**config.mk**
```make
export PLATFORM = sky130hd
export DESIGN_NAME = epfs_queue
export DESIGN_NICKNAME = d
export VERILOG_FILES = /design/src/rtl/epfs_pkg.sv /design/src/rtl/epfs_queue.sv
export SDC_FILE = /design/constraint.sdc
export NUM_CORES = 1
export LEC_CHECK = 0
export ABC_AREA = 1
export ABC_CLOCK_PERIOD_IN_PS = 2300
export BUFFER_PORTS_ARGS = -buffer_cell sky130_fd_sc_hd__buf_2
export CAP_MARGIN = 0
export CORE_MARGIN = 2
export CORE_UTILIZATION = 30
export DETAILED_ROUTE_END_ITERATION = 10
export REMOVE_ABC_BUFFERS = 1
export SLEW_MARGIN = 0
export SYNTH_ARGS = -nofsm -noshare
export SYNTH_HDL_FRONTEND = slang
export SYNTH_SLANG_ARGS = --single-unit
export TNS_END_PERCENT = 50
```
**constraint.sdc**
```tcl
create_clock -name clk -period 2.3 [get_ports clk]
set_input_delay 0 -clock clk [delete_from_list [all_inputs] [get_ports clk]]
set_output_delay 0 -clock clk [all_outputs]
set_load 0.01 [all_outputs]
```
**src/rtl/epfs_pkg.sv**
```systemverilog
// Shared constants and types of the e-paper frame scanout engine.
`timescale 1ns / 1ps
`default_nettype none

package epfs_pkg;

  localparam int PANEL_WIDTH  = 792;
  localparam int PANEL_HEIGHT = 272;

  // Frame store word: four 2-bit pixels, leftmost pixel in bits 7:6.
  localparam int CODE_W      = 2;
  localparam int WORD_W      = 8;
  localparam int ROW_WORDS   = (PANEL_WIDTH + 3) / 4;
  localparam int STORE_WORDS = ROW_WORDS * PANEL_HEIGHT;
  localparam int ADDR_W      = $clog2(STORE_WORDS);

  // Config register indexes.
  localparam logic [1:0] REG_BLACK  = 2'd0;
  localparam logic [1:0] REG_WHITE  = 2'd1;
  localparam logic [1:0] REG_YELLOW = 2'd2;
  localparam logic [1:0] REG_RED    = 2'd3;

  // Input commands carried on s_tuser.
  localparam logic [1:0] CMD_DRAW = 2'd0;
  localparam logic [1:0] CMD_FILL = 2'd1;
  localparam logic [1:0] CMD_EMIT = 2'd2;
  localparam logic [1:0] CMD_NOP  = 2'd3;

  // Refresh stream bytes.
  localparam logic [7:0] BYTE_BANK_CMD = 8'hA2;
  localparam logic [7:0] BYTE_BANK_ONE = 8'h01;
  localparam logic [7:0] BYTE_BANK_TWO = 8'h02;
  localparam logic [7:0] BYTE_WRITE    = 8'h10;
  localparam logic [7:0] BYTE_REFRESH  = 8'h12;
  localparam logic [7:0] BYTE_ZERO     = 8'h00;

  typedef enum logic [1:0] {
    OP_DRAW,
    OP_FILL,
    OP_EMIT
  } op_kind_t;

  // Classified work item handed from front to back.
  typedef struct packed {
    op_kind_t            kind;
    logic [ADDR_W-1:0]   addr;
    logic [1:0]          lane;
    logic [CODE_W-1:0]   code;
  } op_t;

endpackage

`default_nettype wire

```
**src/rtl/epfs_queue.sv**
```systemverilog
// Two-entry queue of classified ops between front and back.
`timescale 1ns / 1ps
`default_nettype none

module epfs_queue (
  input  wire logic          clk,
  input  wire logic          rst,
  input  wire logic          push,
  input  wire epfs_pkg::op_t push_op,
  output logic               push_ready,
  input  wire logic          pop,
  output epfs_pkg::op_t      pop_op,
  output logic               pop_valid
);

  localparam int DEPTH = 2;
  localparam int PTR_W = $clog2(DEPTH);
  localparam int CNT_W = $clog2(DEPTH + 1);

  epfs_pkg::op_t      slots [DEPTH];
  logic [PTR_W-1:0]   wr_ptr;
  logic [PTR_W-1:0]   rd_ptr;
  logic [CNT_W-1:0]   count;

  assign push_ready = count != CNT_W'(DEPTH);
  assign pop_valid  = count != '0;
  assign pop_op     = slots[rd_ptr];

  always_ff @(posedge clk) begin
    if (push) begin
      slots[wr_ptr] <= push_op;
    end
  end

  always_ff @(posedge clk) begin
    if (rst) begin
      wr_ptr <= '0;
      rd_ptr <= '0;
      count  <= '0;
    end else begin
      if (push) begin
        wr_ptr <= (wr_ptr == PTR_W'(DEPTH - 1)) ? '0 : wr_ptr + 1'b1;
      end
      if (pop) begin
        rd_ptr <= (rd_ptr == PTR_W'(DEPTH - 1)) ? '0 : rd_ptr + 1'b1;
      end
      if (push && !pop) begin
        count <= count + 1'b1;
      end else if (pop && !push) begin
        count <= count - 1'b1;
      end
    end
  end

endmodule

`default_nettype wire

```
Yosys cells after proc, flatten, opt, wreduce, memory -nomap -nowiden
Memories as Yosys holds them, arrays and structs flattened. A register that Yosys moved wholly into a read port is not among the register bits.
Index checks and enable logic that the tools add are counted.

word-level totals
  register bits = 4
  memory bits (writable) = 44
  input port bits = 26
  output and inout bits = 24
  logic and storage cells = 23
  memories = 1

memories
  memory  depth  bits a word  read ports  clocked after memory_dff  wr ports  line              RTL
  slots   2      22           1           1                         1         epfs_queue.sv:20  epfs_pkg::op_t slots [DEPTH];

cells by class
  $add $sub $neg = 4
  equality and inequality tests = 1
  multiplexer cells = 8
  reductions and logical operators = 6

operators with widths
  kind                   number
  $mux W1                6
  $mux W2                2
  $reduce_bool A2 Y1     2
  $add A1 B1 Y1 const B  2
  $add A2 B1 Y2 const B  1
  $logic_and A1 B1 Y1    2
  $logic_not A1 Y1       2
  $ne A2 B2 Y1 const B   1
  $sub A2 B1 Y2 const B  1

Depth between registers and ports, before layout
  depth after elaboration = 4
  gate-level depth with buffers = 8

Worst setup path before layout
No wires, ideal clock.

  path type = register to register
  start = register wr_ptr
  end = memory slots[0][0] in the netlist's numbering (enable)
  arrival = 1.265 ns
  data required time = 1.899 ns
  setup slack = 0.634 ns
  cell stages (with the launch flop) = 2
  path buffers = 0
  clock period less this slack = 1.666 ns
  cells stage by stage = dfxtp_1 -> nor2_1

RTL lines
  item                      line              RTL
  start: declaration        epfs_queue.sv:21  logic [PTR_W-1:0] wr_ptr;
  start signal: assignment  epfs_queue.sv:42  wr_ptr <= (wr_ptr == PTR_W'(DEPTH - 1)) ? '0 : wr_ptr + 1'b1;
  end: declaration          epfs_queue.sv:20

No word-level cell before the write port.

==> summary.txt <==
Worst setup path
  • Slowest cell on crit path: mux2_2
  • Worst setup SP type: flip-flop
  • R2R setup slack: approximately 1.1 ns
  • Crit-path cells: buf_4, mux2_2, buf_2
  • Delay-heaviest family, CP: buffers and inverters
  • Critical path class: flip-flop to output port
  • CP arrival: about 1.4 ns
  • Slowest stage delay, CP: 0.38 ns
  • Worst Path Max Fanout: 22
  • Worst Path Required: between 2 and 2.5 ns
  • Worst flop-to-flop path startpoint: rd_ptr
  • Reg2reg path depth: 3
  • Crit. End Element: output port
  • Worst path bufs/invs: 2
  • Worst r2r dst: rd_ptr

Synthesis
  • Netlist cell types: 14
  • Seq/Total Area, Yosys: between 70% and 80%
  • Area leader, netlist: edfxtp_1
  • Async S/R FF share, synth: 0%
  • Mapped cell area: ~1800 µm²
  • Post-Syn Instances: between 100 and 150
  • Flops & latches, synth: a little under 50
  • Area contributors post-synth: edfxtp_1, mux2_2, dfxtp_1
  • Ys Warns: 0
  • EDFF count, synth: 44
  • Main synth FF type: edfxtp_1
  • Synth cell count leaders: edfxtp_1, mux2_2, inv_1
  • Share of the synthesized area in the top cell type: ~73%
  • Most common cell in the synthesized netlist: edfxtp_1
  • Syn_area_per_cell: 18.00 µm²

Route
  • Iter 0 DRT Violations: 40
  • Number of remaining DRC errors: 0
  • Wire per inst: 12.53 µm
  • Detailed Route WL: ~3200 µm
  • Drt first pass iters: 4
  • Antenna Nets Post-Route: 0
  • DR vias: ~1000
  • Vias/cell: just over 4

Layout
  • Area grow syn2layout: 38.06%
  • Diodes inserted: 0
  • Area of the multi-input gates: 342.8 µm²
  • Nets: 209
  • Fill cells: approximately 540
  • Layout cell share with drive strength beyond 1: around 45%
  • Design area: around 2500 µm²
  • Register area: between 1000 and 1500 µm²

Clock network
  • H-tree depth: 2
  • Maximum clock path buffer count: 2
  • Clock-pin slew on the worst setup and hold paths: 0.08 ns
  • Clock Latency Late Sink: 0.29 ns
  • # hold bufs at CTS: 24
  • Root Driver: clkbuf_8
  • CTS Sinks: ~50
  • TritonCTS clock tree: yes
  • Inserted Clock Buffers: 5
  • PostCTS Resize Cnt: 0
  • Post-CTS setup buffer count: 0

Global routing
  • GR Overflow Total: 0
  • Initial antenna violation count: 0
  • Vias in the first global route: between 1000 and 1500
  • First-pass GRT wire length: just over 5000 µm
  • Tot GR Track Use: approximately a tenth
  • Largest net degree at the start of global routing: 23

STA
  • Worst clock skew: between 0.0015 and 0.002 ns
  • Slew HR: around four fifths
  • Period utilization: 61.50%
  • Setup violators final: 0
  • Final min period: 1.415 ns
  • Unrepaired setup endpoints after global routing: no
  • Final Max Slew Viols: 0
  • Worst Max-Slew Pin Slew: 0.3002 ns
  • Fmax: around 710 MHz
  • Final TNS setup: 0 ns
  • Fin. Hold Viols: 0

Placement
  • PortBufs: 49
  • Placed Area: 2160 µm²
  • Routability cong.: just under 0.6
  • Detail Placement HPWL: 2186 µm

Pwr
  • Leak: slightly below 1 nW
  • Power Density: between 700 and 800 nW/µm²
  • Peak VDD IR: approximately 280 µV

Floorplan
  • Die Wd: ~82 µm
  • Height of the die: 81.85 µm
  • Starting Density: roughly 30%
  • Core Area: roughly 6000 µm²
  • Std-Cell Rows: 28
  • Die footprint: about 6700 µm²
  • Io pins: 50

Run
  • Max_cap viols: 0

Hold path
  • Worst hold path class: input pin to flip-flop
  • Hold path startpoint: pop
  • Hold depth: 3

Outcome
  • Status: complete, no violations
[routing by layer]
| metal | GRT usage (%) | wire (µm) | vias to the layer above |
|---|---|---|---|
| li1 | - | - | 527 |
| met5 | 0 | 0 | - |
| met4 | 3.833 | 45 | 0 |
| met2 | 19.76 | 1746 | 33 |
| met3 | 3.626 | 200 | 5 |
| met1 | 10.05 | 1241 | 484 |
[power by group]
group          switching [mW]  leakage (nW)  internal, mW
registers              0.0134         0.455          1.02
clock network           0.257        0.0518         0.320
logic                   0.119         0.480         0.128
total                   0.389         0.987          1.47
[sequential cells by signal (all words and copies together), names as in the netlist, named ones only]
register	flops
rd_ptr	1
count	2
wr_ptr	1
slots	44
[cell type report]
| type | instances | share of cell area (%) |
|---|---|---|
| clock buffer | 5 | 2.742 |
| clock inverter | 3 | 1.645 |
| inverter | 9 | 1.346 |
| multi-input combinational | 41 | 13.66 |
| sequential | 49 | 56.63 |
| tap | 75 | 3.739 |
| timing repair buffer | 76 | 20.24 |
[worst min-delay path, delay by kind of cell]
| kind | cells | cell delay [ns] |
|---|---|---|
| buffers and inverters | 1 | 0.10 |
| AND/OR/NAND/NOR | 1 | 0.09 |
| XOR/XNOR | 1 | 0.07 |
[cell usage in the layout, fill, tap and decap left out]
cell and instances:
dfxtp_1 5, nor2_2 1, ha_1 1, o21ai_0 1
edfxtp_1 44, nor2_1 4, bufinv_16 1, a21oi_1 1
inv_1 9, nand4_1 1, clkbuf_8 5, mux2_2 22
buf_2 49, nand3_1 1, nor3_1 1, xnor2_1 1
dlygate4sd3_1 24, nand2_1 7, buf_4 3, clkinvlp_4 1
clkinv_1 1
[stage by stage]
stage | setup WS [ns] | hold WS [ns] | utilization [%] | power [mW] | cells
after global routing | 0.8243 | 0.05022 | 42.64 | 1.940 | 258
after floorplan | 0.6341 | 0.07238 | - | 1.177 | 99
after global placement | 1.209 | 0.1918 | 36.69 | 1.264 | 226
after CTS | 0.8556 | 0.006678 | 42.64 | 1.885 | 258
after detailed placement | 1.190 | 0.1938 | 36.69 | 1.276 | 226
final | 0.8854 | 0.01582 | 42.64 | 1.862 | 258
[kinds of logic after synthesis]
family / after synthesis / share of synthesized area [%]
adders and majority gates: 1 / 0.6881
AOI/OAI and AO/OA: 2 / 0.5501
xor gates and xnor gates: 1 / 0.4818
buffers and inverters: 11 / 3.097
and+or+nand+nor: 15 / 3.372
muxes: 22 / 13.63
DFF: 49 / 78.18
[how the worst max path moves through the flow]
stage | from | slack, ns | cells after the start | end
floorplan | wr_ptr | 0.63 | 1 | slots[0][0]
global placement | wr_ptr | 1.21 | 3 | slots[1][18]
detailed placement | wr_ptr | 1.19 | 3 | slots[1][17]
CTS | flip-flop | 0.86 | 3 | pop_op[8]
global route | flip-flop | 0.82 | 3 | pop_op[7]
finish | flip-flop | 0.89 | 3 | pop_op[8]
No activity file was read; power rests on OpenSTA's default activity.
