==> src/rtl/epfs_pkg.sv <==
// Shared constants and types of the e-paper frame scanout engine.
`timescale 1ns / 1ps
`default_nettype none

package epfs_pkg;

  localparam int PANEL_WIDTH  = 792;
  localparam int PANEL_HEIGHT = 272;

  // Frame store word: four 2-bit pixels, leftmost pixel in bits 7:6.
  localparam int CODE_W      = 2;
  localparam int WORD_W      = 8;
  localparam int ROW_WORDS   = (PANEL_WIDTH + 3) / 4;
  localparam int STORE_WORDS = ROW_WORDS * PANEL_HEIGHT;
  localparam int ADDR_W      = $clog2(STORE_WORDS);

  // Config register indexes.
  localparam logic [1:0] REG_BLACK  = 2'd0;
  localparam logic [1:0] REG_WHITE  = 2'd1;
  localparam logic [1:0] REG_YELLOW = 2'd2;
  localparam logic [1:0] REG_RED    = 2'd3;

  // Input commands carried on s_tuser.
  localparam logic [1:0] CMD_DRAW = 2'd0;
  localparam logic [1:0] CMD_FILL = 2'd1;
  localparam logic [1:0] CMD_EMIT = 2'd2;
  localparam logic [1:0] CMD_NOP  = 2'd3;

  // Refresh stream bytes.
  localparam logic [7:0] BYTE_BANK_CMD = 8'hA2;
  localparam logic [7:0] BYTE_BANK_ONE = 8'h01;
  localparam logic [7:0] BYTE_BANK_TWO = 8'h02;
  localparam logic [7:0] BYTE_WRITE    = 8'h10;
  localparam logic [7:0] BYTE_REFRESH  = 8'h12;
  localparam logic [7:0] BYTE_ZERO     = 8'h00;

  typedef enum logic [1:0] {
    OP_DRAW,
    OP_FILL,
    OP_EMIT
  } op_kind_t;

  // Classified work item handed from front to back.
  typedef struct packed {
    op_kind_t            kind;
    logic [ADDR_W-1:0]   addr;
    logic [1:0]          lane;
    logic [CODE_W-1:0]   code;
  } op_t;

endpackage

`default_nettype wire

==> src/rtl/epfs_front.sv <==
// Front end: config registers, command decode, color classification, address calc.
`timescale 1ns / 1ps
`default_nettype none

module epfs_front (
  input  wire logic                 clk,
  input  wire logic                 rst,
  input  wire logic                 cfg_we,
  input  wire logic [1:0]           cfg_addr,
  input  wire logic [1:0]           cfg_wdata,
  input  wire logic                 s_tvalid,
  output logic                      s_tready,
  input  wire logic [47:0]          s_tdata,
  input  wire logic [1:0]           s_tuser,
  input  wire logic                 clearing,
  output logic                      q_push,
  output epfs_pkg::op_t             q_op,
  input  wire logic                 q_ready
);

  logic [1:0] black_code;
  logic [1:0] white_code;
  logic [1:0] yellow_code;
  logic [1:0] red_code;

  logic [9:0] pixel_x;
  logic [8:0] pixel_y;
  logic [7:0] red;
  logic [7:0] green;
  logic [7:0] blue;
  logic [1:0] code;
  logic       on_panel;

  always_ff @(posedge clk) begin
    if (rst) begin
      black_code  <= 2'd0;
      white_code  <= 2'd1;
      yellow_code <= 2'd2;
      red_code    <= 2'd3;
    end else if (cfg_we) begin
      unique case (cfg_addr)
        epfs_pkg::REG_BLACK:  black_code  <= cfg_wdata;
        epfs_pkg::REG_WHITE:  white_code  <= cfg_wdata;
        epfs_pkg::REG_YELLOW: yellow_code <= cfg_wdata;
        epfs_pkg::REG_RED:    red_code    <= cfg_wdata;
      endcase
    end
  end

  assign pixel_x = s_tdata[9:0];
  assign pixel_y = s_tdata[18:10];
  assign red     = s_tdata[26:19];
  assign green   = s_tdata[34:27];
  assign blue    = s_tdata[42:35];

  always_comb begin
    priority if (red > 8'd128 && green > 8'd128 && blue < 8'd80) begin
      code = yellow_code;
    end else if (red > 8'd128 && green < 8'd80 && blue < 8'd80) begin
      code = red_code;
    end else if (red < 8'd80 && green < 8'd80 && blue < 8'd80) begin
      code = black_code;
    end else begin
      code = white_code;
    end
  end

  assign on_panel = (32'(pixel_x) < epfs_pkg::PANEL_WIDTH) &&
                    (32'(pixel_y) < epfs_pkg::PANEL_HEIGHT);

  assign s_tready = q_ready && !clearing;

  always_comb begin
    q_op.addr = epfs_pkg::ADDR_W'(pixel_y) * epfs_pkg::ADDR_W'(epfs_pkg::ROW_WORDS)
              + epfs_pkg::ADDR_W'(pixel_x[9:2]);
    q_op.lane = pixel_x[1:0];
    q_op.code = code;
    q_op.kind = epfs_pkg::OP_DRAW;
    q_push    = 1'b0;
    // off-panel draws and the unused command are taken and dropped
    unique case (s_tuser)
      epfs_pkg::CMD_DRAW: begin
        q_op.kind = epfs_pkg::OP_DRAW;
        q_push    = s_tvalid && s_tready && on_panel;
      end
      epfs_pkg::CMD_FILL: begin
        q_op.kind = epfs_pkg::OP_FILL;
        q_push    = s_tvalid && s_tready;
      end
      epfs_pkg::CMD_EMIT: begin
        q_op.kind = epfs_pkg::OP_EMIT;
        q_push    = s_tvalid && s_tready;
      end
      epfs_pkg::CMD_NOP: begin
        q_push = 1'b0;
      end
    endcase
  end

endmodule

`default_nettype wire

==> config.mk <==
export PLATFORM = sky130hd
export DESIGN_NAME = epfs_front
export DESIGN_NICKNAME = d
export VERILOG_FILES = /design/src/rtl/epfs_pkg.sv /design/src/rtl/epfs_front.sv
export SDC_FILE = /design/constraint.sdc
export NUM_CORES = 1
export LEC_CHECK = 0
export ABC_AREA = 1
export BUFFER_PORTS_ARGS = -buffer_cell sky130_fd_sc_hd__buf_2
export CORE_MARGIN = 2
export CORE_UTILIZATION = 35
export CTS_CLUSTER_SIZE = 20
export DETAILED_ROUTE_END_ITERATION = 7
export SYNTH_ARGS = -nofsm -noshare
export SYNTH_HDL_FRONTEND = slang
export SYNTH_SLANG_ARGS = --single-unit
==> constraint.sdc <==
create_clock -name clk -period 7.1 [get_ports clk]
set_input_delay 1.065 -clock clk [delete_from_list [all_inputs] [get_ports clk]]
set_output_delay 1.065 -clock clk [all_outputs]
set_load 0.05 [all_outputs]
After elaboration in Yosys (flattened, before gate mapping)
Index checks and enable logic that the tools add are counted.

Bits in registers: 8. Output and inout port bits: 24. Logic and storage cells: 42.

$add $sub $neg: 1. $mul: 1. Order comparisons: 7. Eq/ne operators: 6. Multiplexer cells: 5. Reductions and logical operators: 18.

Operators by type and width (number): 8-bit by 7-bit less-than comparator with 1-bit output (second input constant) (3); 16-bit by 8-bit adder with 16-bit output (1); 8-bit > comparator (second input constant) (2); 9-bit by 7-bit multiplier with 15-bit output (second input constant) (1); 1-bit logical AND (10); 10-bit less-than comparator (second input constant) (1); 9-bit less-than comparator (second input constant) (1); 2-bit == test (second input constant) (4); 2-bit AND reduction (4); 2-bit 2-to-1 mux (3); 2-bit by 1-bit == test with 1-bit output (second input constant) (2); 2-bit zero test (2); 2-bit case mux with 2 select lines (1); 1-bit case mux with 3 select lines (1); 2-bit OR reduction (1); 1-bit zero test (1).

Depth between registers and ports, before layout
Gate-level depths: netlist of the first run.

Depth in word-level cells: 6. Depth in mapped cells: 20.

Worst setup path before layout of the first run
OpenSTA, ideal clock, no wires.

Kind: input-to-output. Start point: input s_tdata[12]. End point: output q_op[16] (netlist name). Arrival: 4597 ps. Path slack: 1438 ps. Cell stages on the path: 15. Path buffers: 0. Cells stage by stage: ha_1 fa_1 ha_1 inv_1 fa_1 inv_1 ha_1 nand2_2 inv_1 a21oi_1 nand3_1 nand2_4 nand2_4 nor2_4 xor2_1.

RTL lines: start: declaration (line epfs_front.sv:13) `input wire logic [47:0] s_tdata,`; end: declaration (line epfs_front.sv:17) `output epfs_pkg::op_t q_op,`.

==> metrics, run 1 <==
clock root buffer clkbuf_8; Tmin final 5629 ps; post-route cell area roughly 0.0029 mm²; Setup Fix Bufs, Post-CTS 0; Fin Clk Skew 0 ps; cells on worst reg2reg path 2; top cell type's share of synthesized area 0.2736; biggest area consumer among synthesized cells ha_1; layout cells sized above 1 0.2424; Vias 2416; Leak Pwr between 1.5 and 2 nW; post-cts resize count 0; Vert. Die Dim ~87 µm; H-tree depth 1; drt pass-1 iters 4; top-count cell post-synth nand2_1; worst slew pin tran about 390 ps; Wirelength per Cell 10.39 µm; Initial DRC Count just under 50; total die area 0.007606 mm²; Synth warnings 0; Clock Pin Slew Worst Setup and Hold Paths about 40 ps; detailed placement HPWL 4.810 mm; Max Slew Vio Count 0; crit path capture type output pin; placed instance area about 0.0028 mm²; worst r2r src black_code[0]; Clock Path Buffers 2; Synth Cell Area about 0.0024 mm²; Synth top cells by count 91 x nand2_1, 56 x inv_1, 53 x ha_1; initial antenna violation count 0; Post-Syn Nets roughly 480; Yosys cell types 31; Yosys reg bits 8; WHS 468.4 ps; CP startpoint kind input port; hold path depth 2; CTS tree built; min-delay worst type flop to flop; Crit Path Category input port to output pin; Seq/Total Area, Yosys 0.06608; Initial Utilization 0.3587; crit-path max FO 5; synthesized area per cell 6.714 µm²; GRT Total Usage 0.1476; top cells by area, synth ha_1 27%, nand2_1 14%, inv_1 8.7%, dfxtp_1 6.6%, fa_1 5.8%; pin count of the biggest net entering global routing 9; CTS Sinks 8; drt total wl between 5 and 6 mm; hold buffers post-CTS 0; input/output buffers 68; max-cap check violation count 0; number of synthesized flops with an enable pin 0; CTS buffer count 3; n_diodes 0; routability-driven placement congestion ratio 0.8491; Post-synth ARST share 0; RSZ-0062 raised after global routing false; Crit path arrival time between 4000 and 5000 ps; synth-to-layout area growth 18.95%; Core Region about 0.0068 mm²; fin nets around 550; Critical Path RT 6030 ps; FF-to-FF End black_code[0]; global route total overflow 0; clk_lat worst skew around 220 ps; number of setup violations in the final report 0; Fmax roughly 0.18 GHz; vias in the first global route 2338; main flop type after synthesis dfxtp_1; die width 87.22 µm; setup TNS 0 ps; IO Pins 84; status complete, no violations; Slew headroom 0.7396; VDD IR max around 0.000097 V; Hold EP white_code[0]; ANT nets after route 0; Hold Fails Final Rpt 0; FF-to-FF setup slack approximately 6500 ps; synthesized instance count around 360; vias per cell around 4.7; row count 30; Residual DRC 0; fin crit share 0.7928; pwr dens 305.6 mW/mm²; hold path start white_code[0]; first-pass GRT wire length around 9.5 mm
-- sequential cells by signal, indices dropped and copies added (netlist names) --
name,cells
yellow_code,2
red_code,2
white_code,2
black_code,2
-- power breakdown --
part | internal (W) | switching [W] | leakage, nW | total, W
clock | 0.0000365 | 0.0000157 | 0.0216 | 0.0000522
combinational | 0.000231 | 0.000549 | 1.63 | 0.000780
sequential | 0.0000475 | 0.00000136 | 0.0656 | 0.0000489
total | 0.000315 | 0.000566 | 1.71 | 0.000881
-- critical path: stages --
cell and delay [ps]:
buf_2 110, ha_1 360, fa_1 480, ha_1 300
inv_1 50, fa_1 490, inv_1 40, ha_1 380
nand2_1 100, nand2_1 70, a21oi_1 290, nand3_2 140
nand2_2 80, nand2_2 80, nand2_2 90, inv_1 50
nand2_1 50, nand2_1 40, nand2_1 40, buf_2 250
-- metal layers --
metal | wire [µm] | vias up | track usage | part of all wire
met3 | 97 | 6 | 0.007583 | 0.018
met4 | 49 | 0 | 0.02378 | 0.0093
li1 | - | 1307 | - | -
met1 | 2405 | 1078 | 0.1775 | 0.45
met5 | 0 | - | 0 | 0
met2 | 2735 | 25 | 0.2901 | 0.52
-- final cells by class --
cell class,count,area [µm²]
clock buffers,3,41.29
fillers,770,3874
flip-flops and latches,8,160.2
multi-input cells,292,2023
repair buffers,68,340.3
well taps,80,100.1
inverters,58,217.7
-- cells by family (layout without fill, tap and decap cells) --
logic type	Yosys count	in the layout	share of synthesized area
fa+ha+maj	60	60	0.3314
simple gates	191	191	0.3872
flops	8	8	0.06608
compound gates	25	25	0.05834
xor+xnor	16	16	0.05782
buf+inv	61	129	0.09912
-- worst max path at each step --
stage	startpoint	end	slack (ps)	cells after the start
after floorplan	s_tdata[12]	q_op[16]	1440	15
after global placement	s_tdata[12]	q_op[16]	1500	17
after detailed placement	s_tdata[12]	q_op[16]	1470	17
after CTS	s_tdata[12]	q_op[19]	1460	18
after global routing	s_tdata[12]	q_op[16]	1230	17
final	s_tdata[12]	q_op[18]	1470	20
-- layout by cell type (no fill, tap or decap), types with 2 or more instances in the layout --
cell	count
nand3_1	27
inv_1	56
a21oi_1	13
nor2_4	2
nand2_2	13
ha_1	53
nand2_1	91
nor2_2	2
o211ai_1	3
dfxtp_1	8
inv_2	2
nand3_2	7
nand4_1	6
xnor2_1	8
xor2_1	8
fa_1	7
nor3_1	9
o21ai_0	5
nand2_4	5
buf_2	68
nor2_1	23
clkbuf_8	3
-- through the flow --
step                        util  std cells  worst slack [ps]   power, W
after global placement    0.4206        506              1497  0.0008292
after detailed placement  0.4206        506              1474  0.0008343
final                     0.4267        509              1471  0.0008809
after global routing      0.4267        509              1226  0.0009707
after CTS                 0.4267        509              1463  0.0008902
after floorplan                -        361              1438  0.0006910
No activity file was read; power rests on OpenSTA's default activity.
==> inputs of run 2 (changes only) <==
- ABC_AREA: 1 -> 0
- clock period: 7.1 -> 5.9 ns (I/O delays scaled with it)
==> run 2 against run 1 <==
  * Largest power group unchanged
  * Largest cell class unchanged
  * Die area fell by 16%
  * Non-clock buffer count rose by 2
  * Sequential power rose by 17%
==> metrics, run 2 <==
Post-Syn Nets between 300 and 400; layout cells sized above 1 0.2876; vias in the first global route 1785; die width roughly 80 µm; Vert. Die Dim 80.03 µm; final cell count without fillers approximately 370; Core Region ~0.0055 mm²; detailed placement HPWL approximately 3.9 mm; Post-synth ARST share 0; drt pass-1 iters 4; internal power ~0.00038 W; Setup WS pre-CTS ~220 ps; Top delay family on crit path adder cells; WHS between 400 and 500 ps; hold buffers post-CTS 0; min-delay worst type flop to flop; Filler cells 569; CTS Sinks 8; CTS tree built; utilization after layout 0.4505; Tmin final around 5600 ps; pin count of the biggest net entering global routing 9; Crit path arrival time 4760 ps; Initial Utilization 0.3652; ANT nets after route 0; VDD IR max between 0.0004 and 0.0005 V; Hold Fails Final Rpt 0; Net Sw Frac 0.6194; Seq/Total Area, Yosys 0.07916; synth-to-layout area growth 23.38%; max-cap check violation count 0; Fin Clk Skew 0 ps; fin crit share 0.9569; number of synthesized flops with an enable pin 0; total die area ~0.0064 mm²; setup TNS 0 ps; Residual DRC 0; crit path capture type output pin; sequential share of power 0.058; Initial DRC Count 27; global route total overflow 0; Fmax about 0.18 GHz; Gate power share 0.875; Worst path slowest cell fa_1; RSZ-0062 raised after global routing false; top cell type's share of synthesized area 0.3278; vias per cell 5.051; initial antenna violation count 0; number of setup violations in the final report 0; combined buffer and inverter count along the critical path 2; top-count cell post-synth ha_1; CP startpoint kind input port; NetSw a little over 0.0006 W; Synth warnings 0; clock root buffer clkbuf_8; worst slew pin tran approximately 600 ps; top cells by area, synth ha_1 33%, dfxtp_1 7.9%, xnor2_1 7.4%, fa_1 6.9%, mux2i_1 4.9%; Slew headroom 0.5978; clock power share 0.067; Setup Fix Bufs, Post-CTS 0; Clock Pin Slew Worst Setup and Hold Paths approximately 40 ps; row count 27; IO Pins 84; drt total wl around 4.4 mm; GRT Total Usage 0.1412; synthesized instance count ~230; dpl cells ~370; main flop type after synthesis dfxtp_1; Vias approximately 1.9k; n_diodes 0; Clock Path Buffers 2; CTS buffer count 3; Wirelength per Cell between 10 and 15 µm; commonest non-fill, non-tap cell in the layout buf_2; critical path's largest stage delay around 470 ps; pwr dens between 300 and 400 mW/mm²; synthesized area per cell 8.835 µm²; routability-driven placement congestion ratio ~0.75; Synth top cells by count 53 x ha_1, 17 x xnor2_1, 14 x inv_1; crit-path max FO 3; Yosys cell types 43; post-cts resize count 0; Synth Cell Area 0.002023 mm²; commonest cells after routing, fill and taps aside 68 x buf_2, 53 x ha_1, 17 x xnor2_1, 14 x inv_1; crit path cell chain buf_2, ha_1, fa_1, ha_1, fa_1, ha_1, and3_2, a221oi_2, xnor2_1, nand3_1, nor4b_4, nand4_1, xnor2_1, buf_2; Max Slew Vio Count 0; post-route setup slack around 250 ps; status complete, no violations; most frequent CP cell ha_1; first-pass GRT wire length 7.479 mm; H-tree depth 1; input/output buffers a little under 70; biggest area consumer among synthesized cells ha_1; Yosys reg bits 8; fin nets about 420; Leak Pwr approximately 1.3 nW; Crit Path Category input port to output pin; Critical Path RT roughly 5000 ps; clk_lat worst skew ~230 ps
==> run 2: power by group through the flow <==
stage | logic [W] | registers, W | clock network (W)
after floorplan | 0.000687 | 0.0000577 | 0
after global placement | 0.000860 | 0.0000580 | 0
after detailed placement | 0.000863 | 0.0000581 | 0
after CTS | 0.000867 | 0.0000572 | 0.0000696
after global routing | 0.000950 | 0.0000574 | 0.0000704
final | 0.000869 | 0.0000572 | 0.0000666
==> run 2: final cells by class <==
type | instances | area, µm² | share of cell area
well taps | 72 | 90.09 | 0.03609
clock buffers | 3 | 41.29 | 0.01654
inverters | 14 | 52.55 | 0.02105
multi-input cells | 204 | 1797 | 0.7198
repair buffers | 70 | 355.3 | 0.1424
flip-flops and latches | 8 | 160.2 | 0.06416
==> run 2: cells by family after synthesis <==
family / after synthesis / synth area share
buffers and inverters: 17 / 0.03710
AOI/OAI and AO/OA: 44 / 0.1472
adders and majority gates: 60 / 0.3970
muxes: 12 / 0.06061
xor gates and xnor gates: 24 / 0.1039
and+or+nand+nor: 64 / 0.1750
DFF: 8 / 0.07916
==> run 2: final timing paths <==
path,start,to,slack [ps],depth (start not counted)
min,red_code[0],red_code[0],480,2
max,s_tdata[11],q_op[19],250,14
max reg2reg,white_code[0],white_code[0],5290,2
min reg2reg,red_code[0],red_code[0],480,2
==> run 2: per-stage QoR <==
step / power [W] / cell area [µm²]
2_1_floorplan: 0.0007446 / 2023
3_3_place_gp: 0.0009184 / 2446
4_1_cts: 0.0009942 / 2487
6_report: 0.0009927 / 2496
5_1_grt: 0.001078 / 2496
3_5_place_dp: 0.0009206 / 2446
==> run 2: routing by layer <==
metal	track usage	routed length, µm
met3	0.01584	258
met1	0.1858	2009
met4	0.03220	32
met5	0	0
met2	0.2458	2104
==> run 2: tightest hold or removal path, stage by stage (launching register included) <==
cell,delay (ps)
dfxtp_1,320
mux2i_1,70
nand2b_1,60
